`src/hw/rtl/psf_pkg.sv`:
```
// Shared types and constants of the pendulum state feedback step core.
// No dependencies; every other file imports this package.
`default_nettype none

package psf_pkg;

	// Encoder counts per pendulum revolution (default of the top-level parameter)
	localparam int PSF_COUNTS_PER_REV = 4000;

	// Entries in the queue between front and back
	localparam int PSF_QUEUE_DEPTH = 2;

	// Reset value of the drive limit: 12.0 in Q16.16
	localparam logic [30:0] PSF_DRIVE_LIMIT_RESET = 31'd786432;

	// Full-scale PWM duty
	localparam logic [7:0] PSF_DUTY_FULL = 8'd255;

	// Configuration register indexes
	typedef enum logic [2:0] {
		REG_GAIN_ANGLE          = 3'd0,
		REG_GAIN_WHEEL_POSITION = 3'd1,
		REG_GAIN_ANGLE_RATE     = 3'd2,
		REG_GAIN_WHEEL_RATE     = 3'd3,
		REG_DRIVE_LIMIT         = 3'd4
	} psf_reg_t;

	// Feedback terms that travel alongside the angle wrap
	typedef struct packed {
		logic               en;
		logic signed [31:0] wheel;
		logic signed [32:0] dp;
		logic signed [32:0] dw;
	} psf_terms_t;

	// One classified request as stored in the queue
	typedef struct packed {
		logic       neg;
		logic       big;
		logic [31:0] mag;
		psf_terms_t terms;
	} psf_entry_t;

	// Gains and limit seen by the drive datapath
	typedef struct packed {
		logic signed [31:0] gain_angle;
		logic signed [31:0] gain_wheel_position;
		logic signed [31:0] gain_angle_rate;
		logic signed [31:0] gain_wheel_rate;
		logic        [30:0] drive_limit;
	} psf_cfg_t;

endpackage

`default_nettype wire

```
`src/hw/rtl/psf_wrap.sv`:
```
// Angle wrap pipeline: truncated remainder by the revolution count through a
// reciprocal multiply with one correction, then the half-revolution offset. Uses psf_pkg.
`default_nettype none

module psf_wrap import psf_pkg::*; #(
	parameter int COUNTS_PER_REV = PSF_COUNTS_PER_REV,
	parameter int CW = $clog2(COUNTS_PER_REV + 1) + 1
) (
	input  wire logic                 clk,
	input  wire logic                 arst_n,
	input  wire logic                 adv,
	input  wire logic                 in_valid,
	input  wire psf_entry_t           entry,
	output logic                      out_valid,
	output logic signed [CW-1:0]      wrapped,
	output psf_terms_t                terms
);

	localparam logic [63:0] RECIP64 = (64'd1 << 32) / 64'(COUNTS_PER_REV);
	localparam logic [31:0] RECIP_V = RECIP64[31:0];
	localparam logic [31:0] REV32_V = 32'(COUNTS_PER_REV);
	localparam logic [CW-1:0] REV_V = CW'(COUNTS_PER_REV);
	localparam logic [CW-1:0] HALF_V = CW'(COUNTS_PER_REV / 2);

	logic                v_s1, v_s2, v_s3, v_s4;
	logic [31:0]         q_s1, qr_s2;
	logic [31:0]         mag_s1, mag_s2;
	logic [CW-1:0]       mag_s3, r_s3;
	logic                neg_s1, neg_s2, neg_s3;
	logic                big_s1, big_s2, big_s3;
	psf_terms_t          terms_s1, terms_s2, terms_s3, terms_s4;
	logic signed [CW-1:0] wrapped_s4;

	logic [63:0]         qprod;
	logic [31:0]         diff;
	logic [CW-1:0]       rr;
	logic [CW-1:0]       cm;
	logic signed [CW:0]  t;
	logic signed [CW:0]  t_neg;

	assign qprod = 64'(entry.mag) * 64'(RECIP_V);
	assign diff  = mag_s2 - qr_s2;

	// Correct the remainder, pick the reduced count and offset by half a turn
	always_comb begin
		rr    = (r_s3 >= REV_V) ? r_s3 - REV_V : r_s3;
		cm    = big_s3 ? rr : mag_s3;
		t     = $signed({1'b0, cm}) - $signed({1'b0, HALF_V});
		t_neg = -t;
	end

	// Advance the valid bits with the pipeline
	always_ff @(posedge clk or negedge arst_n) begin
		if (!arst_n) begin
			v_s1 <= 1'b0;
			v_s2 <= 1'b0;
			v_s3 <= 1'b0;
			v_s4 <= 1'b0;
		end else if (adv) begin
			v_s1 <= in_valid;
			v_s2 <= v_s1;
			v_s3 <= v_s2;
			v_s4 <= v_s3;
		end
	end

	// Advance the payload with the pipeline
	always_ff @(posedge clk) begin
		if (adv) begin
			q_s1     <= qprod[63:32];
			mag_s1   <= entry.mag;
			neg_s1   <= entry.neg;
			big_s1   <= entry.big;
			terms_s1 <= entry.terms;

			qr_s2    <= q_s1 * REV32_V;
			mag_s2   <= mag_s1;
			neg_s2   <= neg_s1;
			big_s2   <= big_s1;
			terms_s2 <= terms_s1;

			r_s3     <= diff[CW-1:0];
			mag_s3   <= mag_s2[CW-1:0];
			neg_s3   <= neg_s2;
			big_s3   <= big_s2;
			terms_s3 <= terms_s2;

			if (cm == '0) begin
				wrapped_s4 <= '0;
			end else begin
				wrapped_s4 <= neg_s3 ? t_neg[CW-1:0] : t[CW-1:0];
			end
			terms_s4 <= terms_s3;
		end
	end

	assign out_valid = v_s4;
	assign wrapped   = wrapped_s4;
	assign terms     = terms_s4;

endmodule

`default_nettype wire

```
`config.mk`:
```
export PLATFORM = sky130hd
export DESIGN_NAME = psf_wrap
export DESIGN_NICKNAME = d
export VERILOG_FILES = /design/src/hw/rtl/psf_pkg.sv /design/src/hw/rtl/psf_wrap.sv
export SDC_FILE = /design/constraint.sdc
export NUM_CORES = 1
export LEC_CHECK = 0
export ABC_AREA = 1
export ABC_CLOCK_PERIOD_IN_PS = 4530
export BUFFER_PORTS_ARGS = -buffer_cell sky130_fd_sc_hd__buf_2
export CAP_MARGIN = 10
export CORE_MARGIN = 2
export CORE_UTILIZATION = 51
export CTS_CLUSTER_SIZE = 12
export DETAILED_ROUTE_END_ITERATION = 16
export GPL_TIMING_DRIVEN = 0
export PLACE_DENSITY_LB_ADDON = 0.15
export SYNTH_ARGS = -nofsm -noshare
export SYNTH_HDL_FRONTEND = slang
export SYNTH_SLANG_ARGS = --single-unit
```
`constraint.sdc`:
```
create_clock -name clk -period 4.53 [get_ports clk]
set_input_delay 0.6795 -clock clk [delete_from_list [all_inputs] [get_ports clk]]
set_output_delay 0.6795 -clock clk [all_outputs]
set_load 0.01 [all_outputs]
```
### Word-level counts from Yosys, hierarchy flattened

Cells that the tools add are included.
Widths: inputs -> output; s select.

* reductions and logical operators: 1
* magnitude comparators: 1
* multiply operators: 2
* muxes and demuxes: 3
* $add $sub $neg: 4

Operators with widths (count)
* $mul 32x21->53 const B: 1
* $mux 13: 3
* $mul 21x7->8 const B: 1
* $ge 13x12->1 const B: 1
* $logic_not 13->1: 1
* $neg 13->13: 1
* $sub 13x11->13 const B: 1
* $sub 13x12->13 const B: 1
* $sub 13x13->13: 1

* output and inout bits: 113
* input bits: 137
* flip-flop bits (word level): 500

### Logic depth before layout (Yosys ltp)

* depth in word-level cells: 6
* depth in mapped cells: 21
* gate-level depth less buffers: 21

### Worst setup path after synthesis

Ideal clock, no wire load.

* kind: input to register
* start point: input entry[105] in the netlist's numbering
* end point: register q_s1[4] (data pin)
* path buffers: 0
* cell stages on the path: 21
* data arrival time: 5146 ps
* path slack: -876 ps
* data required time: 4270 ps
* setup time: 260 ps
* cell sequence: ha_1 > ha_1 > fa_1 > inv_1 > fa_1 > inv_1 > fa_1 > fa_1 > inv_1 > fa_1 > inv_1 > ha_1 > a21oi_1 > o21ai_0 > nand2_1 > nand2_1 > a221oi_1 > nand2_1 > nand2_1 > nand2_1 > xor2_1

* word-level cells in the longest chain between the ends: 1

Ends and longest elaborated chain
* from (decl): RTL line psf_wrap.sv:13 `input wire psf_entry_t entry,`
* $mul 32x21->53: RTL line psf_wrap.sv:41 `assign qprod = 64'(entry.mag) * 64'(RECIP_V);`
* named net qprod[36]: RTL line psf_wrap.sv:34 `logic [63:0] qprod;`
* to (signal assigned): RTL line psf_wrap.sv:70 `q_s1 <= qprod[63:32];`
* to (decl): RTL line psf_wrap.sv:26 `logic [31:0] q_s1, qr_s2;`

The timed path passes the listed nets, and every way through them passes these cells.
A chain may end at the register's enable or synchronous reset.

### Worst setup path in the final report

* start point: input entry[114] in the netlist's numbering
* end point: register q_s1[1] (data pin)

Same word-level chain as after synthesis.

==> flow_summary.toml <==
[detailed_routing]
final_antenna_net_count = 0
vias_per_cell = 4.921
vias = 13110
avgRoutedWirePerCell_um = 16.54
drc = 0
drt_iter0_drc = 648
drt_pass1_iterations = 5
wl_um = 44070

[place]
hpwl_um = 31690
place_inst = 2547
place_area_um2 = 27230
globalplace.congestion = 0.8506
portBuffers = 249

[critical_path]
r2r-start = "q_s1[0]$_DFFE_PP_"
r2r_cells = 11
cp-end-kind = "flop"
cp_data_arrival_time_ps = 5130
crit_type = "input port to flop"
timing.rr.end = "qr_s2[12]$_DFFE_PP_"
critPathMaxFanout = 5
critPathLaunchType = "input port"
startpoint = "entry[114]"
crit_required_ps = 4840
rrSetupSlack_ps = 670

[floorplan]
rows = 80
die_h_um = 223.1
chipWidth_um = 223.1
core_um2 = 47550
die_area_um2 = 49780
initial_utilization_pct = 51.50
io-pin-count = 250

[hold_path]
holdCritPathClass = "input port to flop"
hold_end = "terms_s1[59]$_DFFE_PP_"
min-delay-start = "entry[59]"
hold_path_depth = 1

[clock_network]
clock_path_buffers = 3
clkLatencyLatePin_ps = 590
cts_buffers = 51
cts-root-buf = "clkbuf_16"
tritoncts = "built"
cts.htree.levels = 2
path_clk_slew_ps = 60
cts_sinks = 482

[synth]
synthCells = 1679
synth_edf_count = 478
synth.distinct_cells = 42
synth-main-ff-cell = "edfxtp_1"
synth_top_area_share_pct = 58.62
netlist_area_um2 = 24490
synthTopCellsByArea = "edfxtp_1, ha_1, fa_1"
synthArstFlopShare_pct = 0.8299
synthTopCellsByCount = "edfxtp_1, inv_1, ha_1, fa_1, nand2_1"
ys_seq_elements = 482
synth_most_common_cell = "edfxtp_1"
synth_top_area_cell = "edfxtp_1"
synth.net_count = 2229
ys_warn_count = 0
synth.avg_cell_area_um2 = 14.58
seq_area_frac_synth_pct = 59.03

[sta]
maxClockFrequency_mhz = 207.5
finalSetupViolCount = 8
period_share_pct = 106.4
setup_ws_ps = -288.3
hold_viol = 0
slew-limit-headroom_pct = 53.08
finalCriticalPeriod_ps = 4818
fin_skew_ps = 25.15
timing.final.max_slew_violations = 0
rsz0062_at_grt = "true"
tightest_slew_ps = 703.9

[power]
power_density_nw_per_um2 = 786.3
ir_drop_mv = 0.8491
finalPower_w = 0.02357
p_leak_nw = 12.69

[grt]
grt_max_degree = 136
grt_pass1_wl_um = 69050
grtUsageTotal_pct = 17.88
overflow = 0
antenna_found_initial = 1
first_global_vias = 13380

[finish]
fin_nets = 2564
finalInstanceArea_um2 = 29970
stdcell_count = 2665
drive_gt1_share_pct = 28.70
syn2layout_area_growth_pct = 22.40

[run]
drv_cap = 0

[run_status]
violations = "setup timing"
status = "complete, but fails checks"
logic make-up after synthesis:
logic type      Yosys count  synth area share [%]
flops                   482                 59.03
xor+xnor                 46                 1.645
compound gates          115                 2.708
fa+ha+maj               413                 25.83
buf+inv                 347                 5.381
simple gates            276                 5.411
final cells by class:
cell class	count	area, µm²
buffer	5	33.78
clock buffer	68	1350
timing repair buffer	283	1952
clock inverter	20	212.7
fill	3485	17570
multi-input combinational	850	9917
antenna	1	2.502
sequential	482	14450
tap	615	769.5
inverter	341	1280
worst max-delay path by stage:
stage	slack (ps)	depth (start not counted)	to
2_1_floorplan	-510	21	q_s1[6]$_DFFE_PP_
3_3_place_gp	-4010	1	terms_s1[58]$_DFFE_PP_
3_5_place_dp	-1160	22	q_s1[6]$_DFFE_PP_
4_1_cts	-230	18	q_s1[5]$_DFFE_PP_
5_1_grt	-370	20	q_s1[5]$_DFFE_PP_
6_report	-290	23	q_s1[1]$_DFFE_PP_
where the power goes:
group / switching, W / internal, W
Combinational: 0.00770 / 0.00617
Clock: 0.00164 / 0.00222
Sequential: 0.000167 / 0.00567
cells in the final DEF (no fill, tap or decap), drive strengths merged, types with 6 or more instances in the layout:
cell type	count
inv	343
ha	259
nand3	43
fa	154
a21oi	56
nor2	58
o21ai	35
clkinv	15
nand4	13
xor2	31
edfxtp	478
xnor2	15
or2	6
buf	284
nor3	6
nand2	145
clkbuf	71
repair_timing:
| item | CTS | global route |
|---|---|---|
| gates resized for setup | 163 | 42 |
| endpoints found under the hold margin | 4 | 0 |
| pin swaps | 83 | 25 |
| endpoints found under the setup margin | 8 | 8 |
| hold buffers | 1 | 0 |
| setup buffers | 23 | 6 |
worst max-delay path: stages:
cell      delay [ps]
buf_12           120
ha_4             270
ha_4             110
inv_2             30
fa_1             490
inv_2             40
fa_2             540
fa_2             430
fa_1             490
inv_1             50
fa_1             490
inv_2             50
ha_4             290
nand2_4           70
nor2_4           110
buf_4            110
buf_6             80
buf_6             90
inv_2             40
nor2_2           130
inv_1             50
o211ai_1         270
xor2_1           110
metal layers:
layer  vias up  GRT usage (%)  routed length [µm]
li1       6395              -                   -
met1      6392          23.21               19360
met2       246          30.65               21910
met3        81          2.990                1637
met4         0          6.192                1166
met5         -              0                   0
through the flow:
step	util, %	setup slack, ps	TNS [ps]	hold slack [ps]
floorplan	-	-513.4	-3066	383.9
global placement	57.02	-4011	-1893240	400.1
finish	63.04	-288.3	-1498	255.6
detailed placement	57.28	-1160	-8398	404.5
global route	63.04	-370.5	-2526	219.3
CTS	62.54	-230.7	-1034	207.9
flip-flops by register name, summed over array words and instances, names as in the netlist, 8 cells and up:
| signal | count |
|---|---|
| qr_s2 | 8 |
| terms_s3 | 99 |
| terms_s1 | 99 |
| terms_s2 | 99 |
| mag_s3 | 13 |
| mag_s1 | 13 |
| mag_s2 | 13 |
| wrapped | 13 |
| q_s1 | 8 |
| r_s3 | 8 |
| terms | 99 |
Power figures use the tool's default switching activity.
