File: src/hw/rtl/psf_pkg.sv
// Shared types and constants of the pendulum state feedback step core.
// No dependencies; every other file imports this package.
`default_nettype none

package psf_pkg;

	// Encoder counts per pendulum revolution (default of the top-level parameter)
	localparam int PSF_COUNTS_PER_REV = 4000;

	// Entries in the queue between front and back
	localparam int PSF_QUEUE_DEPTH = 2;

	// Reset value of the drive limit: 12.0 in Q16.16
	localparam logic [30:0] PSF_DRIVE_LIMIT_RESET = 31'd786432;

	// Full-scale PWM duty
	localparam logic [7:0] PSF_DUTY_FULL = 8'd255;

	// Configuration register indexes
	typedef enum logic [2:0] {
		REG_GAIN_ANGLE          = 3'd0,
		REG_GAIN_WHEEL_POSITION = 3'd1,
		REG_GAIN_ANGLE_RATE     = 3'd2,
		REG_GAIN_WHEEL_RATE     = 3'd3,
		REG_DRIVE_LIMIT         = 3'd4
	} psf_reg_t;

	// Feedback terms that travel alongside the angle wrap
	typedef struct packed {
		logic               en;
		logic signed [31:0] wheel;
		logic signed [32:0] dp;
		logic signed [32:0] dw;
	} psf_terms_t;

	// One classified request as stored in the queue
	typedef struct packed {
		logic       neg;
		logic       big;
		logic [31:0] mag;
		psf_terms_t terms;
	} psf_entry_t;

	// Gains and limit seen by the drive datapath
	typedef struct packed {
		logic signed [31:0] gain_angle;
		logic signed [31:0] gain_wheel_position;
		logic signed [31:0] gain_angle_rate;
		logic signed [31:0] gain_wheel_rate;
		logic        [30:0] drive_limit;
	} psf_cfg_t;

endpackage

`default_nettype wire

File: src/hw/rtl/psf_front.sv
// Front end: accepts encoder requests, keeps previous counts and the enable flag,
// forms the count differences and classifies the pendulum count. Uses psf_pkg.
`default_nettype none

module psf_front import psf_pkg::*; #(
	parameter int COUNTS_PER_REV = PSF_COUNTS_PER_REV
) (
	input  wire logic               clk,
	input  wire logic               arst_n,
	input  wire logic               in_valid,
	input  wire logic signed [31:0] pendulum_count,
	input  wire logic signed [31:0] wheel_count,
	input  wire logic               toggle_enable,
	input  wire logic               full,
	output logic                    push,
	output psf_entry_t              entry
);

	localparam logic [31:0] REV_V = 32'(COUNTS_PER_REV);

	logic signed [31:0] prev_pend_q;
	logic signed [31:0] prev_wheel_q;
	logic               en_q;
	logic               en_next;
	logic [31:0]        pend_neg;

	assign push     = in_valid && !full;
	assign en_next  = en_q ^ toggle_enable;
	assign pend_neg = 32'(-pendulum_count);

	// Classify and difference the request
	always_comb begin
		entry.neg       = pendulum_count[31];
		entry.mag       = pendulum_count[31] ? pend_neg : pendulum_count;
		entry.big       = entry.mag > REV_V;
		entry.terms.en  = en_next;
		entry.terms.wheel = wheel_count;
		entry.terms.dp  = 33'(pendulum_count) - 33'(prev_pend_q);
		entry.terms.dw  = 33'(wheel_count) - 33'(prev_wheel_q);
	end

	// Advance tick state on every accepted request
	always_ff @(posedge clk or negedge arst_n) begin
		if (!arst_n) begin
			prev_pend_q  <= '0;
			prev_wheel_q <= '0;
			en_q         <= 1'b0;
		end else if (push) begin
			prev_pend_q  <= pendulum_count;
			prev_wheel_q <= wheel_count;
			en_q         <= en_next;
		end
	end

endmodule

`default_nettype wire

File: config.mk
export PLATFORM = sky130hd
export DESIGN_NAME = psf_front
export DESIGN_NICKNAME = d
export VERILOG_FILES = /design/src/hw/rtl/psf_pkg.sv /design/src/hw/rtl/psf_front.sv
export SDC_FILE = /design/constraint.sdc
export NUM_CORES = 1
export LEC_CHECK = 0
export ABC_AREA = 1
export BUFFER_PORTS_ARGS = -buffer_cell sky130_fd_sc_hd__buf_2
export CORE_MARGIN = 2
export CORE_UTILIZATION = 25
export DETAILED_ROUTE_END_ITERATION = 7
export SLEW_MARGIN = 20
export SYNTH_ARGS = -nofsm -noshare
export SYNTH_HDL_FRONTEND = slang
export SYNTH_SLANG_ARGS = --single-unit
File: constraint.sdc
create_clock -name clk -period 4.31 [get_ports clk]
set_input_delay 0.862 -clock clk [delete_from_list [all_inputs] [get_ports clk]]
set_output_delay 0.862 -clock clk [all_outputs]
set_load 0.02 [all_outputs]
# After elaboration in Yosys (flattened, before gate mapping)
# Cells that the tools add are included.
# Widths: inputs -> output; s select.
# totals
regBits,65
input_bits,69
output_inout_bits,134
# op_classes
bitwise,1
n_reduce_logical,2
n_addsub,3
order_cmp,1
muxes,1
# ops
cell,count
$sub 32x32->33,2
$gt 32x12->1 const B,1
$mux 32,1
$neg 32->32,1
$logic_and 1x1->1,1
$logic_not 1->1,1
$xor 1x1->1,1

# Depth between registers and ports, before layout
# Gate-level depths: netlist (run 1).
# logic_depth
ltp_word,3
mapped_depth,14
mapped_depth_nobuf,14

# Least setup slack after synthesis (run 1)
# Ideal clock, no wire load.
# synth_timing
kind,input-to-output
from,input port pendulum_count[0]
to,output port entry[53] in the netlist's numbering
path_slack_ns,0.824
arrival_ns,2.624
path_stages,9
required_ns,3.448
path_cell_list,inv_1 ha_1 fa_1 o21ai_2 a21oi_1 o21bai_1 nand3_1 nand2_1 xor2_1
# synth_rtl
element,line_no,text
"start, declared",psf_front.sv:11,"input wire logic signed [31:0] pendulum_count,"
"end, declared",psf_front.sv:16,output psf_entry_t entry

==> results of run 1 <==
-- logic make-up after synthesis --
logic type                 Yosys count
xor gates and xnor gates            57
DFF                                 65
buffers and inverters              214
and+or+nand+nor                    557
adders and majority gates           68
AOI/OAI and AO/OA                  251
-- area by class of cell --
class / instances / area (µm²)
Sequential cell: 65 / 1630
Timing Repair Buffer: 208 / 1060
Clock inverter: 7 / 95.1
Inverter: 161 / 604
Tap cell: 390 / 488
Clock buffer: 9 / 225
Multi-Input combinational cell: 933 / 5070
Fill cell: 3329 / 20700
-- state kept, by name, summed over array words and instances (netlist names) --
signal / count
en_q: 1
prev_pend_q: 32
prev_wheel_q: 32
-- cells in the final DEF, fill, tap and decap left out, types with 4 or more instances in the layout --
| master | n |
|---|---|
| nor4_1 | 9 |
| o21a_1 | 7 |
| nand2_1 | 324 |
| buf_4 | 6 |
| clkinvlp_4 | 4 |
| dfrtp_1 | 65 |
| nor2_1 | 107 |
| inv_2 | 4 |
| a21oi_1 | 92 |
| o21ai_1 | 11 |
| nor2_2 | 5 |
| nand3_1 | 64 |
| ha_1 | 66 |
| nand4_1 | 13 |
| a21boi_1 | 4 |
| nor2_4 | 4 |
| clkbuf_16 | 9 |
| nand2_2 | 6 |
| nor3_1 | 11 |
| inv_1 | 155 |
| nand3b_1 | 9 |
| o21bai_1 | 6 |
| xor2_1 | 41 |
| buf_2 | 202 |
| o21ai_0 | 122 |
| xnor2_1 | 15 |
-- power by group through the flow --
stage	clock (mW)	combinational [mW]	sequential [mW]
detailed placement	0	1.99	0.724
CTS	0.839	2.01	0.712
floorplan	0	1.34	0.717
global placement	0	2.00	0.722
global route	0.860	2.20	0.720
finish	0.809	2.00	0.711
-- per-stage QoR --
step / power [mW] / worst slack (ps) / hold slack, ps
final: 3.52 / 398 / 493
after global routing: 3.78 / 220 / 522
after global placement: 2.72 / 401 / 478
after detailed placement: 2.72 / 348 / 483
after CTS: 3.56 / 340 / 498
after floorplan: 2.06 / 824 / 457
-- final timing paths --
path | start | to | depth (start not counted)
setup / recovery | pendulum_count[0] | entry[53] | 11
hold / removal | prev_pend_q[0] | prev_pend_q[0] | 2
setup reg to reg | en_q | en_q | 3
hold reg to reg | prev_pend_q[0] | prev_pend_q[0] | 2
max in group asynchronous | arst_n | prev_pend_q[15] | 2
min in group asynchronous | arst_n | prev_wheel_q[18] | 1
-- routing by layer --
metal | GRT usage | vias up | part of all wire
met4 | 0.0444 | 0 | 0.019
met3 | 0.0244 | 34 | 0.057
li1 | - | 4242 | -
met5 | 0 | - | 0
met2 | 0.274 | 249 | 0.46
met1 | 0.218 | 3775 | 0.47
-- synth_stat cells, types with 13 or more instances --
cell | instances | area, µm²
nand4_1 | 13 | 81.3
nand2_1 | 324 | 1220
inv_1 | 155 | 582
xor2_1 | 41 | 359
nor2_1 | 108 | 405
o21ai_0 | 122 | 611
a21oi_1 | 92 | 460
nand3_1 | 64 | 320
dfrtp_1 | 65 | 1630
buf_4 | 36 | 270
ha_1 | 66 | 826
xnor2_1 | 15 | 131
-- critical path: stages --
cell      delay, ps
buf_2            80
inv_1           100
ha_1            250
fa_1            420
o21ai_2         210
a21oi_1         170
o21bai_1        310
nand3_1         120
nand2_1         100
xor2_1          210
buf_2           200
==> impl_summary.txt, run 1 <==
----------------------------------------------------
[Critical path]
  Launching element type of the critical path ... primary input
  Worst-case register-to-register setup slack ... 3530 ps
  Crit. End Element ... output pin
  Data required, critical path ... 3450 ps
  Peak fanout along the critical path ... 5
  Arrival time reported for the critical path endpoint ... 3050 ps
  Critical setup path kind ... primary input to output pin

[Clocking]
  Clock Tree Root ... clkbuf_16
  Longest Clk Path Bufs ... 2
  Clock sink count ... 65
  Clock-pin transition on the worst setup and hold timing paths ... 60 ps
  Worst-skew pair later-pin latency ... 340 ps
  Gates resized, CTS repair ... 0
  Clock buffers created by TritonCTS ... 9
  CTS H-Tree Depth ... 3
  CTS tree ... built
  Number of hold buffers added after CTS ... 0
  # Post-CTS Setup Buffers ... 0

[Finish]
  Antenna cell count ... 0
  Layout-stage area growth over the synthesis result ... 20.0%
  Post-Layout Inst Area ... 9170 µm²
  Non-filler instance count after layout ... 1773
  Share of final-layout standard cells stronger than drive strength 1 ... 0.184
  Number of nets at the end of the flow ... 1515
  Core utilization of the finished layout ... 0.307

[Job]
  Total of max-cap violations ... 0

[Timing]
  Max-slew violation count ... 0
  Number of failing setup endpoints in the final timing report ... 0
  Rel. slew slack ... 0.458
  Least-Margin Pin Slew ... 813 ps
  Total negative setup slack ... 0 ps
  Time the final worst path needs with I/O delays and setup ... 3910 ps
  Final clock skew ... 0 ps
  Final hold vios ... 0
  Setup repair after global routing missed its margin ... false
  Achievable clock frequency ... 256 MHz
  Final clock period utilization by the worst path ... 0.908

[Routing]
  Detailed-router iteration count before antenna repair ... 5
  1st-iter DRT viols ... 534
  Wire per inst ... 14.6 µm
  Remaining antenna violation count ... 0
  Count of unresolved DRC violations after routing ... 0
  Post-detailed-route via-to-cell ratio ... 4.68
  Vias ... 8300
  Routed Wire Length ... 25900 µm

[Synth]
  Largest family of logic cells by synthesized area ... simple AND/OR/NAND/NOR gates
  Average cell area after synthesis ... 6.30 µm²
  Share of flip-flops with an asynchronous set or reset after synthesis ... 1.00
  Simple logic cell fraction of the synthesized area ... 0.308
  Compound-Gate Fraction of Synth Area ... 0.175
  Synthesis-stage register bit count ... 65
  Post-synthesis mux area share ... 0
  Sequential element share of the synthesized area ... 0.213
  Arithmetic-cell share of the synthesized area counting full adders, half adders and majority gates ... 0.113
  Post-Synthesis Cells ... 1212
  Number of distinct library cells after synthesis ... 36
  Number of enable flip-flop cells after synthesis ... 0
  Post-synthesis net count ... 1349
  Share of the synthesized netlist area taken by xor and xnor gates ... 0.0664
  Number of synthesis warnings ... 0
  Synth Cell Area ... 7640 µm²
  Most used DFF post-synth ... dfrtp_1

[Status]
  Result of the run ... finished clean

[Floorplan]
  Die Span Y ... 179 µm
  Horizontal die dimension ... 179 µm
  I/O pin total ... 203
  Effective utilization at floorplan ... 0.256
  Core Region ... 29900 µm²
  Overall die area ... 32000 µm²
  Cell row count ... 63

[Global route]
  Wire length of the first global-routing pass ... 40800 µm
  Antenna violations before repair ... 0
  Total track usage ... 0.163
  Maximum number of pins on one net before global-route repair ... 65
  Vias in the first global route ... 7882
  Global route total overflow ... 0

[Power]
  Power Internal ... 1.83 mW
  Sw Ratio ... 0.481
  Maximum resistive drop on vdd ... 213 µV
  Leakage dissipation ... 4.63 nW
  Power per Cell Area ... 384 nW/µm²
  Gate power share ... 0.568
  P_sw ... 1.69 mW
  Relative contribution of the clock network to total power ... 0.230
  Proportion of power drawn by flip-flops and latches ... 0.202

[Min path]
  Path class of the lowest-slack min-delay path ... register to register

[Placed design]
  Placed cell count ... 1757
  Placed cell area ... 8840 µm²
  PortBufs ... 202
  Placed wire-length estimate ... 21900 µm
  Gp weighted congestion ... 0.904

----------------------------------------------------
Note: power is estimated with default switching activity, not from simulation.
==> run 2, diff against run 1 <==
Clock period 4.31 ns to 3.2 ns, I/O delays scaled along.
==> impl_summary.txt, run 2 (synthesis results as in run 1) <==
----------------------------------------------------
[Routing]
  Routed Wire Length ... 27300 µm
  Vias ... 8690
  1st-iter DRT viols ... 598
  Detailed-router iteration count before antenna repair ... 5
  Remaining antenna violation count ... 0
  Count of unresolved DRC violations after routing ... 0
  Post-detailed-route via-to-cell ratio ... 4.70
  Wire per inst ... 14.8 µm

[Critical path]
  Slowest stage cell, crit path ... ha_1
  Buffering stage count on the worst path with inverters included ... 2
  Data required, critical path ... 2560 ps
  Critical setup path kind ... primary input to output pin
  Cell repeated most along the worst path ... buf_2
  Delay of the slowest cell on the worst path ... 360 ps
  Peak fanout along the critical path ... 4
  CP Cell Sequence ... buf_2 -> ha_1 -> nand2_1 -> nor2_2 -> nand3_1 -> o21ai_2 -> a21oi_1 -> xnor2_1 -> buf_2
  Arrival time reported for the critical path endpoint ... 2510 ps
  Crit. End Element ... output pin
  Launching element type of the critical path ... primary input
  CP delay by family, top ... simple AND/OR/NAND/NOR gates

[Clocking]
  CTS H-Tree Depth ... 3
  CTS tree ... built
  Longest Clk Path Bufs ... 2
  Clock sink count ... 65
  Worst-skew pair later-pin latency ... 330 ps
  Clock buffers created by TritonCTS ... 9
  Clock-pin transition on the worst setup and hold timing paths ... 60 ps
  Clock Tree Root ... clkbuf_16

[Power]
  Power per Cell Area ... 514 nW/µm²
  Maximum resistive drop on vdd ... 295 µV
  Leakage dissipation ... 5.07 nW

[Placed design]
  Placed wire-length estimate ... 22900 µm
  Placed cell area ... 9380 µm²
  Gp weighted congestion ... 0.925
  PortBufs ... 202

[Finish]
  Post-Layout Inst Area ... 10100 µm²
  Biggest regs ... prev_pend_q x32, prev_wheel_q x32, en_q x1
  Commonest cells after routing, fill and taps aside ... 319 x nand2_1, 195 x buf_2, 153 x inv_1, 119 x o21ai_0, 103 x nor2_1
  Most common cell after layout, fill and taps aside ... nand2_1
  Layout-stage area growth over the synthesis result ... 31.8%
  Antenna cell count ... 0
  Number of nets at the end of the flow ... 1590
  Share of final-layout standard cells stronger than drive strength 1 ... 0.257
  Core utilization of the finished layout ... 0.337

[Timing]
  Setup repair after global routing missed its margin ... true
  Hold Worst Slack ... 294 ps
  Least-Margin Pin Slew ... 611 ps
  Number of failing setup endpoints in the final timing report ... 0
  Final clock skew ... 0 ps
  Final clock period utilization by the worst path ... 0.983
  Time the final worst path needs with I/O delays and setup ... 3150 ps
  Total negative setup slack ... 0 ps
  Rel. slew slack ... 0.593
  Achievable clock frequency ... 318 MHz
  Max-slew violation count ... 0
  Final hold vios ... 0

[Floorplan]
  Overall die area ... 32000 µm²
  Effective utilization at floorplan ... 0.256
  Horizontal die dimension ... 179 µm
  Cell row count ... 63
  I/O pin total ... 203
  Core Region ... 29900 µm²
  Die Span Y ... 179 µm

[Global route]
  Maximum number of pins on one net before global-route repair ... 67
  Antenna violations before repair ... 0
  Vias in the first global route ... 8234
  Total track usage ... 0.170
  Global route total overflow ... 0
  Wire length of the first global-routing pass ... 42500 µm

[Job]
  Total of max-cap violations ... 0

[Status]
  Result of the run ... finished clean

[Min path]
  Path class of the lowest-slack min-delay path ... primary input to async pin

----------------------------------------------------
==> run 2: report_power, final <==
part           leakage (nW)  switching [mW]  internal [mW]
logic                  4.10            1.95           1.09
registers             0.800          0.0325          0.928
clock network         0.163           0.408          0.766
total                  5.07            2.39           2.79
==> run 2: worst paths after layout <==
kind | from | end | slack [ps] | cells past startpoint
setup reg to reg | en_q | en_q | 2430 | 3
setup / recovery | wheel_count[14] | entry[23] | 50 | 9
max in group asynchronous | arst_n | prev_wheel_q[17] | 2550 | 2
hold / removal | arst_n | prev_wheel_q[20] | 290 | 2
hold reg to reg | en_q | en_q | 510 | 2
min in group clk | en_q | en_q | 510 | 2
==> run 2: timing repair <==
item | 4_1_cts | 5_1_grt
endpoints found under the setup margin | 26 | 38
buffers inserted | 1 | 6
pin swaps | 4 | 23
hold buffers | 0 | 0
gates resized for setup | 16 | 55
==> run 2: per-layer routing <==
| metal | vias up | wire length, µm | global-route usage |
|---|---|---|---|
| met2 | 307 | 12100 | 0.274 |
| met3 | 38 | 1620 | 0.0250 |
| met5 | - | 0 | 0 |
| li1 | 4405 | - | - |
| met4 | 0 | 554 | 0.0423 |
| met1 | 3940 | 13100 | 0.237 |
==> run 2: cell type report <==
| type | instances | area [µm²] |
|---|---|---|
| repair buffers | 283 | 1670 |
| multi-input cells | 933 | 5330 |
| inverters | 161 | 604 |
| clock inverters | 6 | 115 |
| well taps | 390 | 488 |
| clock buffers | 10 | 229 |
| flip-flops and latches | 65 | 1630 |
| fillers | 3298 | 19800 |
==> run 2: worst reg2reg max path: cells and delay by family (launching register included) <==
kind | cells | cell delay (ps)
flops | 1 | 390
xor+xnor | 1 | 180
simple gates | 2 | 140
==> run 2: per-stage QoR <==
stage / worst slack, ps / cells / power [mW]
2_1_floorplan: 158 / 1212 / 2.77
4_1_cts: 16.0 / 1842 / 5.09
3_5_place_dp: -203 / 1825 / 3.84
3_3_place_gp: -140 / 1825 / 3.84
5_1_grt: -43.3 / 1848 / 5.54
6_report: 53.0 / 1848 / 5.18
