## config.mk

```make
export PLATFORM = sky130hd
export DESIGN_NAME = psf_fifo
export DESIGN_NICKNAME = d
export VERILOG_FILES = /design/src/hw/rtl/psf_pkg.sv /design/src/hw/rtl/psf_fifo.sv
export SDC_FILE = /design/constraint.sdc
export NUM_CORES = 1
export LEC_CHECK = 0
export ABC_AREA = 0
export ABC_CLOCK_PERIOD_IN_PS = 7400
export BUFFER_PORTS_ARGS = -buffer_cell sky130_fd_sc_hd__buf_2
export CAP_MARGIN = 5
export CORE_MARGIN = 2
export CORE_UTILIZATION = 49
export CTS_BUF_LIST = sky130_fd_sc_hd__clkbuf_2
export CTS_CLUSTER_SIZE = 14
export DETAILED_ROUTE_END_ITERATION = 8
export HOLD_SLACK_MARGIN = 0.08
export PLACE_DENSITY_LB_ADDON = 0.08
export SYNTH_ARGS = -nofsm -noshare
export SYNTH_HDL_FRONTEND = slang
export SYNTH_SLANG_ARGS = --single-unit
```

## constraint.sdc

```tcl
create_clock -name clk -period 7.4 [get_ports clk]
set_input_delay 0 -clock clk [delete_from_list [all_inputs] [get_ports clk]]
set_output_delay 0 -clock clk [all_outputs]
set_load 0.02 [all_outputs]
```

## src/hw/rtl/psf_pkg.sv

```systemverilog
// Shared types and constants of the pendulum state feedback step core.
// No dependencies; every other file imports this package.
`default_nettype none

package psf_pkg;

	// Encoder counts per pendulum revolution (default of the top-level parameter)
	localparam int PSF_COUNTS_PER_REV = 4000;

	// Entries in the queue between front and back
	localparam int PSF_QUEUE_DEPTH = 2;

	// Reset value of the drive limit: 12.0 in Q16.16
	localparam logic [30:0] PSF_DRIVE_LIMIT_RESET = 31'd786432;

	// Full-scale PWM duty
	localparam logic [7:0] PSF_DUTY_FULL = 8'd255;

	// Configuration register indexes
	typedef enum logic [2:0] {
		REG_GAIN_ANGLE          = 3'd0,
		REG_GAIN_WHEEL_POSITION = 3'd1,
		REG_GAIN_ANGLE_RATE     = 3'd2,
		REG_GAIN_WHEEL_RATE     = 3'd3,
		REG_DRIVE_LIMIT         = 3'd4
	} psf_reg_t;

	// Feedback terms that travel alongside the angle wrap
	typedef struct packed {
		logic               en;
		logic signed [31:0] wheel;
		logic signed [32:0] dp;
		logic signed [32:0] dw;
	} psf_terms_t;

	// One classified request as stored in the queue
	typedef struct packed {
		logic       neg;
		logic       big;
		logic [31:0] mag;
		psf_terms_t terms;
	} psf_entry_t;

	// Gains and limit seen by the drive datapath
	typedef struct packed {
		logic signed [31:0] gain_angle;
		logic signed [31:0] gain_wheel_position;
		logic signed [31:0] gain_angle_rate;
		logic signed [31:0] gain_wheel_rate;
		logic        [30:0] drive_limit;
	} psf_cfg_t;

endpackage

`default_nettype wire

```

## src/hw/rtl/psf_fifo.sv

```systemverilog
// Short queue of classified requests between the front end and the datapath.
// Uses psf_pkg for the entry type.
`default_nettype none

module psf_fifo import psf_pkg::*; #(
	parameter int DEPTH = PSF_QUEUE_DEPTH
) (
	input  wire logic       clk,
	input  wire logic       arst_n,
	input  wire logic       push,
	input  wire psf_entry_t wdata,
	input  wire logic       pop,
	output psf_entry_t      rdata,
	output logic            full,
	output logic            empty
);

	localparam int AW = (DEPTH > 1) ? $clog2(DEPTH) : 1;
	localparam int CNTW = $clog2(DEPTH + 1);
	localparam logic [CNTW-1:0] DEPTH_V = CNTW'(DEPTH);
	localparam logic [AW-1:0] LAST_V = AW'(DEPTH - 1);

	psf_entry_t        mem_q [DEPTH];
	logic [AW-1:0]     wptr_q;
	logic [AW-1:0]     rptr_q;
	logic [CNTW-1:0]   count_q;

	assign full  = count_q == DEPTH_V;
	assign empty = count_q == '0;
	assign rdata = mem_q[rptr_q];

	// Store incoming entries
	always_ff @(posedge clk) begin
		if (push) begin
			mem_q[wptr_q] <= wdata;
		end
	end

	// Advance pointers and fill count
	always_ff @(posedge clk or negedge arst_n) begin
		if (!arst_n) begin
			wptr_q  <= '0;
			rptr_q  <= '0;
			count_q <= '0;
		end else begin
			if (push) begin
				wptr_q <= (wptr_q == LAST_V) ? '0 : wptr_q + AW'(1);
			end
			if (pop) begin
				rptr_q <= (rptr_q == LAST_V) ? '0 : rptr_q + AW'(1);
			end
			if (push && !pop) begin
				count_q <= count_q + CNTW'(1);
			end else if (pop && !push) begin
				count_q <= count_q - CNTW'(1);
			end
		end
	end

endmodule

`default_nettype wire

```

==> results.py, run 1 <==
metrics = {
    "status": {
        "outcome": "aborted with a tool error",
        "stop_stage": "4_1_cts",
        "tool.error": "[ERROR RSZ-0060] Max buffer count reached.",
    },
    "placed_design": {
        "gp_congestion": 0.7082,
        "hpwl_um": 12190,
        "place_ws_ns": 4.636,
        "portBuffers": 271,
    },
    "clocking": {
        "htreeDepth": 3,
        "cts_buffer_depth": 3,
        "clock_sinks": 270,
        "cts-root-buf": "clkbuf_2",
        "numCtsBuffers": 67,
        "postCtsSetupBuffers": 0,
        "ctsHoldBuffers": 215,
        "cts-resized-gates": 0,
    },
    "die": {
        "die_x_um": 147.0,
        "start_util_pct": 49.69,
        "io_pins": 272,
        "rows": 52,
        "die_height_um": 147.0,
    },
    "logic_synthesis": {
        "synth_area_sq_mm": 0.01002,
        "yosysTopAreaCell": "edfxtp_1",
        "yosysWarningCount": 0,
        "seq_area_frac_synth_pct": 80.70,
        "synthCells": 430,
        "synth_area_leaders": "edfxtp_1 (80%), mux2_4 (9.0%), mux2_2 (8.2%)",
        "synth_fp_nets": 568,
        "yosys.area.top_type_share_pct": 79.70,
        "ys_types": 13,
        "synth_seq_cells": 270,
        "syn_avg_cell_area_sq_um": 23.31,
    },
}
==> logic make-up after synthesis <==
kind of cell / share of synthesized area, %
XOR/XNOR: 0.4369
adder cells (fa/ha/maj): 0.1248
buffers and inverters: 1.286
flip-flops: 80.70
multiplexers: 17.19
AND/OR/NAND/NOR: 0.2622
==> through the flow <==
stage          cell area, sq um  utilization (%)  hold WS (ns)  std cells
3_3_place_gp              11630            57.69       -0.1936        960
2_1_floorplan             10020                -       -0.2956        430
3_5_place_dp              11630            57.69       -0.1883        960
==> cells in the mapped netlist, drive strengths merged <==
| cell | n |
|---|---|
| dfrtp | 4 |
| and2 | 1 |
| nor2 | 2 |
| nor2b | 2 |
| xnor2 | 1 |
| inv | 1 |
| xor2 | 4 |
| edfxtp | 266 |
| buf | 15 |
| mux2 | 133 |
| ha | 1 |
==> inputs of run 2 (changes only) <==
==> config.mk (replaced) <==
export PLATFORM = sky130hd
export DESIGN_NAME = psf_fifo
export DESIGN_NICKNAME = d
export VERILOG_FILES = /design/src/hw/rtl/psf_pkg.sv /design/src/hw/rtl/psf_fifo.sv
export SDC_FILE = /design/constraint.sdc
export NUM_CORES = 1
export LEC_CHECK = 0
export ABC_AREA = 0
export ABC_CLOCK_PERIOD_IN_PS = 9600
export BUFFER_PORTS_ARGS = -buffer_cell sky130_fd_sc_hd__buf_2
export CAP_MARGIN = 5
export CORE_MARGIN = 2
export CORE_UTILIZATION = 40
export DETAILED_ROUTE_END_ITERATION = 8
export PLACE_DENSITY_LB_ADDON = 0.15
export SYNTH_ARGS = -nofsm -noshare
export SYNTH_HDL_FRONTEND = slang
export SYNTH_SLANG_ARGS = --single-unit
==> constraint.sdc (replaced) <==
create_clock -name clk -period 9.6 [get_ports clk]
set_input_delay 0 -clock clk [delete_from_list [all_inputs] [get_ports clk]]
set_output_delay 0 -clock clk [all_outputs]
set_load 0.02 [all_outputs]
==> results.py, run 2 <==
metrics = {
    "status": {
        "outcome": "completed",
    },
    "critical_path": {
        "rr_endpoint": "mem_q[0][122]",
        "rrSetupSlack_ns": 6.62,
        "crit_arrival_ns": 3.29,
        "critPathCapture": "rdata[112]",
        "critPathLaunchType": "register",
        "setup.worst_path.end_class": "output port",
        "crit_start": "rptr_q",
        "r2r.worst_path.cells": 3,
        "path_class": "reg2out",
        "worst_ep_required_time_ns": 9.60,
        "regToRegStartpoint": "wptr_q",
        "cp_max_fo": 78,
    },
    "finish": {
        "multi_input_area_sq_mm": 0.001815,
        "reg_top3": "mem_q: 266 flops, count_q: 2 flops",
        "fill_cells": 1937,
        "seq_area_sq_mm": 0.008092,
        "final_nets": 995,
        "largest_reg_flops": 266,
        "drive_gt1_share_pct": 51.37,
        "final_cell_mix": "buf_2 (271), edfxtp_1 (266), dlygate4sd3_1 (137), mux2_2 (73), mux2_4 (60)",
        "top_register": "mem_q",
        "fin_cells": 1202,
        "diodes": 0,
        "syn_to_final_growth_pct": 39.24,
        "mostFrequentLayoutCell": "buf_2",
        "design_area_sq_mm": 0.01395,
    },
    "logic_synthesis": {
        "seq_area_frac_synth_pct": 80.70,
        "synth_seq_cells": 270,
        "yosysMostFrequentCell": "edfxtp_1",
        "yosysTopAreaCell": "edfxtp_1",
        "yosysWarningCount": 0,
        "synth_fp_nets": 568,
        "synth_area_leaders": "edfxtp_1 (80%), mux2_4 (9.0%), mux2_2 (8.2%)",
        "async_reset_ff_share_pct": 1.481,
        "synthCells": 430,
        "syn_avg_cell_area_sq_um": 23.31,
        "yosys-top-cells-count": "edfxtp_1 (266), mux2_2 (73), mux2_4 (60)",
        "ys_types": 13,
        "yosys.area.top_type_share_pct": 79.70,
        "synth_area_sq_mm": 0.01002,
        "synth-main-ff-cell": "edfxtp_1",
        "synth_edf_count": 266,
    },
    "placed_design": {
        "post-place-cells": 1014,
        "portBuffers": 271,
        "gp_congestion": 0.7057,
        "hpwl_um": 12580,
        "placed_cell_area_sq_mm": 0.01170,
    },
    "clocking": {
        "postCtsSetupBuffers": 0,
        "cts-resized-gates": 0,
        "clk_latency_ns": 0.53,
        "htreeDepth": 1,
        "cts-root-buf": "clkbuf_16",
        "cts_tree": "built",
        "cts.clk_slew.worst_paths_ns": 0.06,
        "clock_sinks": 270,
        "cts_buffer_depth": 3,
        "numCtsBuffers": 28,
    },
    "timing": {
        "setup_viol": 0,
        "maxSlewViolCount": 0,
        "clock_skew_ns": 0.02526,
        "max_slew_margin_pct": 23.87,
        "hold_violations": 0,
        "fmax_ghz": 0.3043,
        "fin_tns_setup_ns": 0,
        "hold_ws_ns": 0.1875,
        "rsz0062_at_grt": "false",
        "period_minus_slack_ns": 3.287,
        "min_period_over_period_pct": 34.23,
        "worst_slew_pin_slew_ns": 1.142,
    },
    "die": {
        "io_pins": 272,
        "die_x_um": 162.3,
        "die_height_um": 162.3,
        "dieArea_sq_mm": 0.02634,
        "rows": 57,
        "start_util_pct": 40.97,
        "fp.coreArea_sq_mm": 0.02446,
    },
    "detailed_routing": {
        "viasPerCell": 4.498,
        "remaining_drc_errors": 0,
        "drtIter0Drc": 261,
        "ant_nets": 0,
        "routed_wl_um": 20530,
        "num_vias": 5406,
        "wl_per_cell_um": 17.08,
        "dr.pass1.iters": 5,
    },
    "global_route": {
        "gr-total-overflow": 0,
        "grt_use_total_pct": 15.01,
        "grt_max_degree": 82,
        "first_global_vias": 5797,
        "antenna_found_initial": 0,
        "grt_pass1_wl_um": 30920,
    },
    "pwr": {
        "power.share.clock_pct": 25.9,
        "power_leakage_nw": 5.470,
        "swShare_pct": 31.17,
        "power_density_mw_per_mm2": 285.3,
        "p_sw_mw": 1.241,
        "power.internal_mw": 2.740,
        "power_frac_seq_pct": 42.4,
        "ir_drop_uv": 150.4,
        "pwr-share-comb_pct": 31.7,
    },
    "hold_path": {
        "hold_class": "in2reg",
        "hold_depth": 2,
        "min-delay-start": "wdata[16]",
    },
    "flow_run": {
        "cap_violations": 0,
    },
}
==> run 2: logic make-up (layout without fill, tap and decap cells) <==
kind of cell	count (synthesis)	in the layout	synth area share (%)
buf+inv	16	464	1.286
xor+xnor	5	5	0.4369
mux	133	133	17.19
flops	270	270	80.70
simple gates	5	5	0.2622
fa+ha+maj	1	1	0.1248
==> run 2: critical path: stages (launching register included) <==
cell     delay (ns)
dfrtp_4        1.17
buf_4          0.94
mux2_2         0.43
buf_2          0.17
==> run 2: cell type report <==
class | instances | share of cell area, %
Sequential cell | 270 | 57.98
Clock buffer | 41 | 5.595
Tap cell | 324 | 2.905
Inverter | 1 | 0.02690
Timing Repair Buffer | 412 | 19.76
Multi-Input combinational cell | 144 | 13.01
Clock inverter | 10 | 0.7173
==> run 2: power groups by stage <==
stage	clock network (mW)	registers, mW	logic, mW
final	1.03	1.69	1.26
after global routing	1.11	1.72	1.34
after CTS	1.06	1.69	1.28
after detailed placement	0	1.72	1.23
after global placement	0	1.70	1.23
after floorplan	0	1.67	0.941
==> run 2: per-layer routing <==
layer	global-route usage, %	wire [um]	up-vias
met2	24.76	9789	205
met3	5.056	1824	37
li1	-	-	2566
met4	4.626	520	0
met1	18.88	8399	2598
met5	0	0	-
==> run 2: worst min path at each step <==
stage | end | slack [ns]
floorplan | count_q[0] | -0.30
global placement | count_q[1] | -0.17
detailed placement | count_q[1] | -0.17
CTS | mem_q[0][16] | 0.16
global route | mem_q[1][6] | 0.17
finish | mem_q[0][16] | 0.19
==> run 2: stage by stage <==
step           worst slack [ns]  util, %  total power [mW]
2_1_floorplan             2.679        -             2.609
3_3_place_gp              6.635    47.84             2.930
3_5_place_dp              6.575    47.84             2.951
4_1_cts                   6.189    57.05             4.040
5_1_grt                   6.099    57.05             4.166
6_report                  6.313    57.05             3.981
==> run 2: timing repair <==
action                                 CTS  global route
setup endpoints to repair                0             0
endpoints found under the hold margin  274             0
hold buffers                           137             0
(Power assumes the default switching activity.)
==> inputs of run 3 (changes only) <==
--- a/config.mk
+++ b/config.mk
@@ -6,7 +6,7 @@
 export NUM_CORES = 1
 export LEC_CHECK = 0
 export ABC_AREA = 0
-export ABC_CLOCK_PERIOD_IN_PS = 9600
+export ABC_CLOCK_PERIOD_IN_PS = 3400
 export BUFFER_PORTS_ARGS = -buffer_cell sky130_fd_sc_hd__buf_2
 export CAP_MARGIN = 5
 export CORE_MARGIN = 2
==> constraint.sdc (replaced) <==
create_clock -name clk -period 3.4 [get_ports clk]
set_input_delay 0 -clock clk [delete_from_list [all_inputs] [get_ports clk]]
set_output_delay 0 -clock clk [all_outputs]
set_load 0.02 [all_outputs]
==> results.py, run 3 (synthesis gave the netlist of run 2 again) <==
metrics = {
    "finish": {
        "final_util_pct": 57.68,
        "top_register": "mem_q",
        "diodes": 0,
        "largest_reg_flops": 266,
        "syn_to_final_growth_pct": 40.80,
        "mostFrequentLayoutCell": "buf_2",
        "fin_cells": 1207,
        "reg_top3": "mem_q: 266 flops, count_q: 2 flops",
        "final_nets": 1000,
        "final_cell_mix": "buf_2 (271), edfxtp_1 (266), dlygate4sd3_1 (137), mux2_2 (73), mux2_4 (60)",
        "drive_gt1_share_pct": 51.53,
    },
    "die": {
        "dieArea_sq_mm": 0.02634,
        "io_pins": 272,
        "rows": 57,
        "die_x_um": 162.3,
        "fp.coreArea_sq_mm": 0.02446,
        "start_util_pct": 40.97,
        "die_height_um": 162.3,
    },
    "pwr": {
        "power.share.clock_pct": 27.2,
        "power_density_mw_per_mm2": 813.1,
        "p_sw_mw": 3.505,
        "power_leakage_nw": 5.533,
        "fin_total_pwr_mw": 11.47,
        "power_frac_seq_pct": 39.8,
        "power.internal_mw": 7.970,
        "swShare_pct": 30.54,
        "pwr-share-comb_pct": 33.0,
        "ir_drop_uv": 501.0,
    },
    "clocking": {
        "clk_latency_ns": 0.53,
        "cts_buffer_depth": 3,
        "postCtsSetupBuffers": 0,
        "cts-resized-gates": 0,
        "numCtsBuffers": 29,
        "cts_tree": "built",
        "htreeDepth": 1,
        "cts-root-buf": "clkbuf_16",
        "clock_sinks": 270,
        "cts.clk_slew.worst_paths_ns": 0.06,
    },
    "detailed_routing": {
        "num_vias": 5481,
        "dr.pass1.iters": 4,
        "wl_per_cell_um": 16.52,
        "drtIter0Drc": 309,
        "ant_nets": 0,
        "viasPerCell": 4.541,
        "remaining_drc_errors": 0,
        "routed_wl_um": 19940,
    },
    "critical_path": {
        "path_class": "reg2out",
        "slowest_stage": "buf_4",
        "worst_ep_required_time_ns": 3.40,
        "path_cells": "buf_4 -> mux2_2 -> buf_2",
        "cp_max_fo": 65,
        "max_stage_delay_ns": 0.70,
        "crit_arrival_ns": 2.27,
        "setup.worst_path.end_class": "output port",
        "critPathLaunchType": "register",
        "r2r.worst_path.cells": 2,
    },
    "timing": {
        "rsz0062_at_grt": "false",
        "clock_skew_ns": 0.007911,
        "min_period_over_period_pct": 66.90,
        "setup_viol": 0,
        "hold_ws_ns": 0.1809,
        "worst_slew_pin_slew_ns": 0.9053,
        "hold_violations": 0,
        "period_minus_slack_ns": 2.275,
        "fin_tns_setup_ns": 0,
        "fmax_ghz": 0.4396,
        "maxSlewViolCount": 0,
        "max_slew_margin_pct": 39.65,
    },
    "placed_design": {
        "hpwl_um": 12410,
        "gp_congestion": 0.7218,
        "portBuffers": 271,
        "post-place-cells": 1018,
    },
    "status": {
        "outcome": "completed",
    },
    "global_route": {
        "first_global_vias": 5975,
        "grt_max_degree": 70,
        "grt_pass1_wl_um": 30970,
        "antenna_found_initial": 0,
        "grt_use_total_pct": 14.90,
        "gr-total-overflow": 0,
    },
    "hold_path": {
        "hold_depth": 2,
        "hold_class": "in2reg",
    },
    "flow_run": {
        "cap_violations": 0,
    },
}
-- run 3: cell count changes in the layout (fill, tap and decap cells not counted), sizes merged --
cell | previous run | this run
buf | 275 | 279
clkinvlp | 0 | 1
clkinv | 8 | 9
inv | 1 | 2
clkbuf | 41 | 36
bufinv | 2 | 5
-- run 3: repair_timing --
| item | 4_1_cts | 5_1_grt |
|---|---|---|
| endpoints found under the hold margin | 274 | 0 |
| hold buffers | 137 | 0 |
| endpoints found under the setup margin | 0 | 0 |
-- run 3: metal layers --
| metal | global-route usage [%] | wire length (um) | part of all wire [%] | vias up |
|---|---|---|---|---|
| met1 | 18.04 | 7898 | 40 | 2675 |
| met2 | 26.00 | 9867 | 49 | 202 |
| met4 | 3.419 | 287 | 1.4 | 0 |
| met5 | 0 | 0 | 0 | - |
| met3 | 4.877 | 1887 | 9.5 | 26 |
| li1 | - | - | - | 2578 |
-- run 3: metrics by stage --
stage | setup slack [ns] | instance area (sq um)
final | 1.125 | 14110
after global routing | 0.9973 | 14110
after CTS | 1.073 | 14110
after detailed placement | 1.490 | 11780
after global placement | 1.548 | 11780
after floorplan | 0.5794 | 10030
-- run 3: worst paths after layout --
path / slack, ns / start / end
setup / recovery: 1.13 / rptr_q / rdata[119]
hold / removal: 0.18 / wdata[23] / mem_q[0][23]
setup reg to reg: 1.56 / wptr_q / mem_q[1][124]
hold reg to reg: 0.50 / count_q[1] / count_q[1]
max in group asynchronous: 2.81 / arst_n / rptr_q
min in group asynchronous: 0.39 / arst_n / count_q[0]
-- run 3: area by class of cell --
cell class,instances,area (sq um)
sequential,270,8092
fill,1878,10350
inverter,1,3.754
timing repair buffer,416,2838
clock buffer,36,752.0
clock inverter,16,205.2
tap,324,405.4
multi-input combinational,144,1815
-- run 3: power by group through the flow --
stage | logic, mW | clock network [mW] | registers, mW
2_1_floorplan | 2.66 | 0 | 4.62
3_3_place_gp | 3.68 | 0 | 4.60
3_5_place_dp | 3.71 | 0 | 4.64
4_1_cts | 3.85 | 3.20 | 4.58
5_1_grt | 4.03 | 3.36 | 4.63
6_report | 3.78 | 3.13 | 4.57
-- run 3: worst max-delay path, delay by kind of cell (launching register included) --
family                 cells  cell delay (ns)
buffers and inverters      2             0.86
DFF                        1             0.42
muxes                      1             0.42
==> inputs of run 4 (changes only) <==
--- a/config.mk
+++ b/config.mk
@@ -6,7 +6,7 @@
 export NUM_CORES = 1
 export LEC_CHECK = 0
 export ABC_AREA = 0
-export ABC_CLOCK_PERIOD_IN_PS = 3400
+export ABC_CLOCK_PERIOD_IN_PS = 2050
 export BUFFER_PORTS_ARGS = -buffer_cell sky130_fd_sc_hd__buf_2
 export CAP_MARGIN = 5
 export CORE_MARGIN = 2
==> constraint.sdc (replaced) <==
create_clock -name clk -period 2.05 [get_ports clk]
set_input_delay 0 -clock clk [delete_from_list [all_inputs] [get_ports clk]]
set_output_delay 0 -clock clk [all_outputs]
set_load 0.02 [all_outputs]
==> results.py, run 4 (synthesis gave the netlist of run 2 again) <==
metrics = {
    "flow_run": {
        "cap_violations": 0,
    },
    "timing": {
        "hold_violations": 0,
        "period_minus_slack_ns": 1.941,
        "maxSlewViolCount": 0,
        "min_period_over_period_pct": 94.69,
        "fmax_ghz": 0.5152,
        "rsz0062_at_grt": "false",
        "worst_slew_pin_slew_ns": 0.4478,
        "max_slew_margin_pct": 70.15,
        "setup_viol": 0,
        "clock_skew_ns": 0.02276,
    },
    "placed_design": {
        "hpwl_um": 13100,
        "portBuffers": 271,
        "placed_cell_area_sq_mm": 0.01185,
        "gp_congestion": 0.7193,
    },
    "global_route": {
        "grt_use_total_pct": 15.38,
        "grt_max_degree": 74,
        "gr-total-overflow": 0,
        "first_global_vias": 5966,
        "grt_pass1_wl_um": 31750,
        "antenna_found_initial": 1,
    },
    "clocking": {
        "cts_buffer_depth": 3,
        "cts-root-buf": "clkbuf_16",
        "htreeDepth": 1,
        "clk_latency_ns": 0.54,
        "clock_sinks": 270,
        "numCtsBuffers": 29,
        "cts_tree": "built",
        "cts.clk_slew.worst_paths_ns": 0.06,
    },
    "critical_path": {
        "crit_arrival_ns": 1.94,
        "cp_max_fo": 24,
        "rrSetupSlack_ns": 0.57,
        "setup.worst_path.end_class": "output port",
        "critPathLaunchType": "register",
        "path_class": "reg2out",
        "rr_endpoint": "mem_q[1][44]",
        "r2r.worst_path.cells": 2,
        "regToRegStartpoint": "wptr_q",
        "worst_ep_required_time_ns": 2.05,
    },
    "die": {
        "die_height_um": 162.3,
        "die_x_um": 162.3,
        "rows": 57,
        "io_pins": 272,
        "start_util_pct": 40.97,
        "fp.coreArea_sq_mm": 0.02446,
        "dieArea_sq_mm": 0.02634,
    },
    "hold_path": {
        "hold_depth": 2,
        "hold_path_end": "mem_q[0][19]",
        "hold_class": "in2reg",
        "min-delay-start": "wdata[19]",
    },
    "finish": {
        "syn_to_final_growth_pct": 41.64,
        "reg_top3": "mem_q: 266 flops, count_q: 2 flops",
        "design_area_sq_mm": 0.01419,
        "final_nets": 1002,
        "multi_input_area_sq_mm": 0.001815,
        "largest_reg_flops": 266,
        "final_cell_mix": "buf_2 (271), edfxtp_1 (266), dlygate4sd3_1 (137), mux2_2 (73), mux2_4 (60)",
        "top_register": "mem_q",
        "seq_area_sq_mm": 0.008092,
        "final_util_pct": 58.03,
        "fill_cells": 1844,
        "drive_gt1_share_pct": 52.14,
        "mostFrequentLayoutCell": "buf_2",
    },
    "detailed_routing": {
        "wl_per_cell_um": 17.14,
        "drtIter0Drc": 223,
        "dr.pass1.iters": 4,
        "num_vias": 5515,
        "remaining_drc_errors": 0,
        "ant_nets": 0,
        "viasPerCell": 4.554,
        "routed_wl_um": 20750,
    },
    "pwr": {
        "power_leakage_nw": 5.571,
        "power_density_mw_per_mm2": 1352,
        "ir_drop_uv": 839.6,
    },
    "status": {
        "outcome": "completed",
    },
}
run 4: changes by cell type in the layout (fill, tap and decap cells not counted), sizes merged:
cell      delta
clkinvlp     +1
clkbuf       -5
diode        +1
buf          +2
clkinv       +5
run 4: worst max path at each step:
stage | startpoint | to | slack, ns | cells past startpoint
CTS | rptr_q | rdata[119] | 0.05 | 3
global route | rptr_q | rdata[24] | 0.01 | 3
finish | rptr_q | rdata[0] | 0.11 | 3
floorplan | wptr_q | mem_q[0][0] | -0.77 | 1
global placement | wptr_q | mem_q[1][75] | 0.60 | 2
detailed placement | wptr_q | mem_q[1][55] | 0.57 | 2
run 4: routing by layer:
metal	up-vias	global-route usage, %	part of all wire (%)
met1	2660	19.11	41
met2	225	26.00	49
met5	-	0	0
met3	40	4.980	8.5
li1	2590	-	-
met4	0	4.264	2.2
run 4: per-stage QoR:
step | hold slack [ns] | setup TNS [ns] | power (mW) | setup WS, ns | instances
CTS | 0.1489 | 0 | 19.46 | 0.04749 | 1210
global placement | -0.1855 | 0 | 13.87 | 0.5988 | 1020
detailed placement | -0.1836 | 0 | 13.97 | 0.5663 | 1020
finish | 0.1822 | 0 | 19.20 | 0.1089 | 1211
global route | 0.1601 | 0 | 20.07 | 0.01216 | 1211
floorplan | -0.2956 | -164.46 | 12.08 | -0.7706 | 430
run 4: layout make-up:
cell class              count  share of cell area (%)
clock inverters            22                   1.666
multi-input cells         144                   12.79
repair buffers            418                   20.48
flip-flops and latches    270                   57.00
inverters                   1                 0.02644
well taps                 324                   2.856
clock buffers              31                   5.165
diodes                      1                 0.01763
run 4: report_power, final:
group	internal, mW	switching [mW]
combinational	2.77	3.61
clock	3.20	2.01
sequential	7.32	0.283
total	13.3	5.90
run 4: repair_timing:
action | 4_1_cts | 5_1_grt
hold endpoints to repair | 274 | 0
setup buffers | 0 | 0
resized for setup | 0 | 1
hold buffers | 137 | 0
endpoints found under the setup margin | 0 | 8
run 4: worst max-delay path: stages, from the launching register on:
cell and delay, ns:
dfrtp_4 0.46, buf_4 0.37, mux2_2 0.39, buf_2 0.16
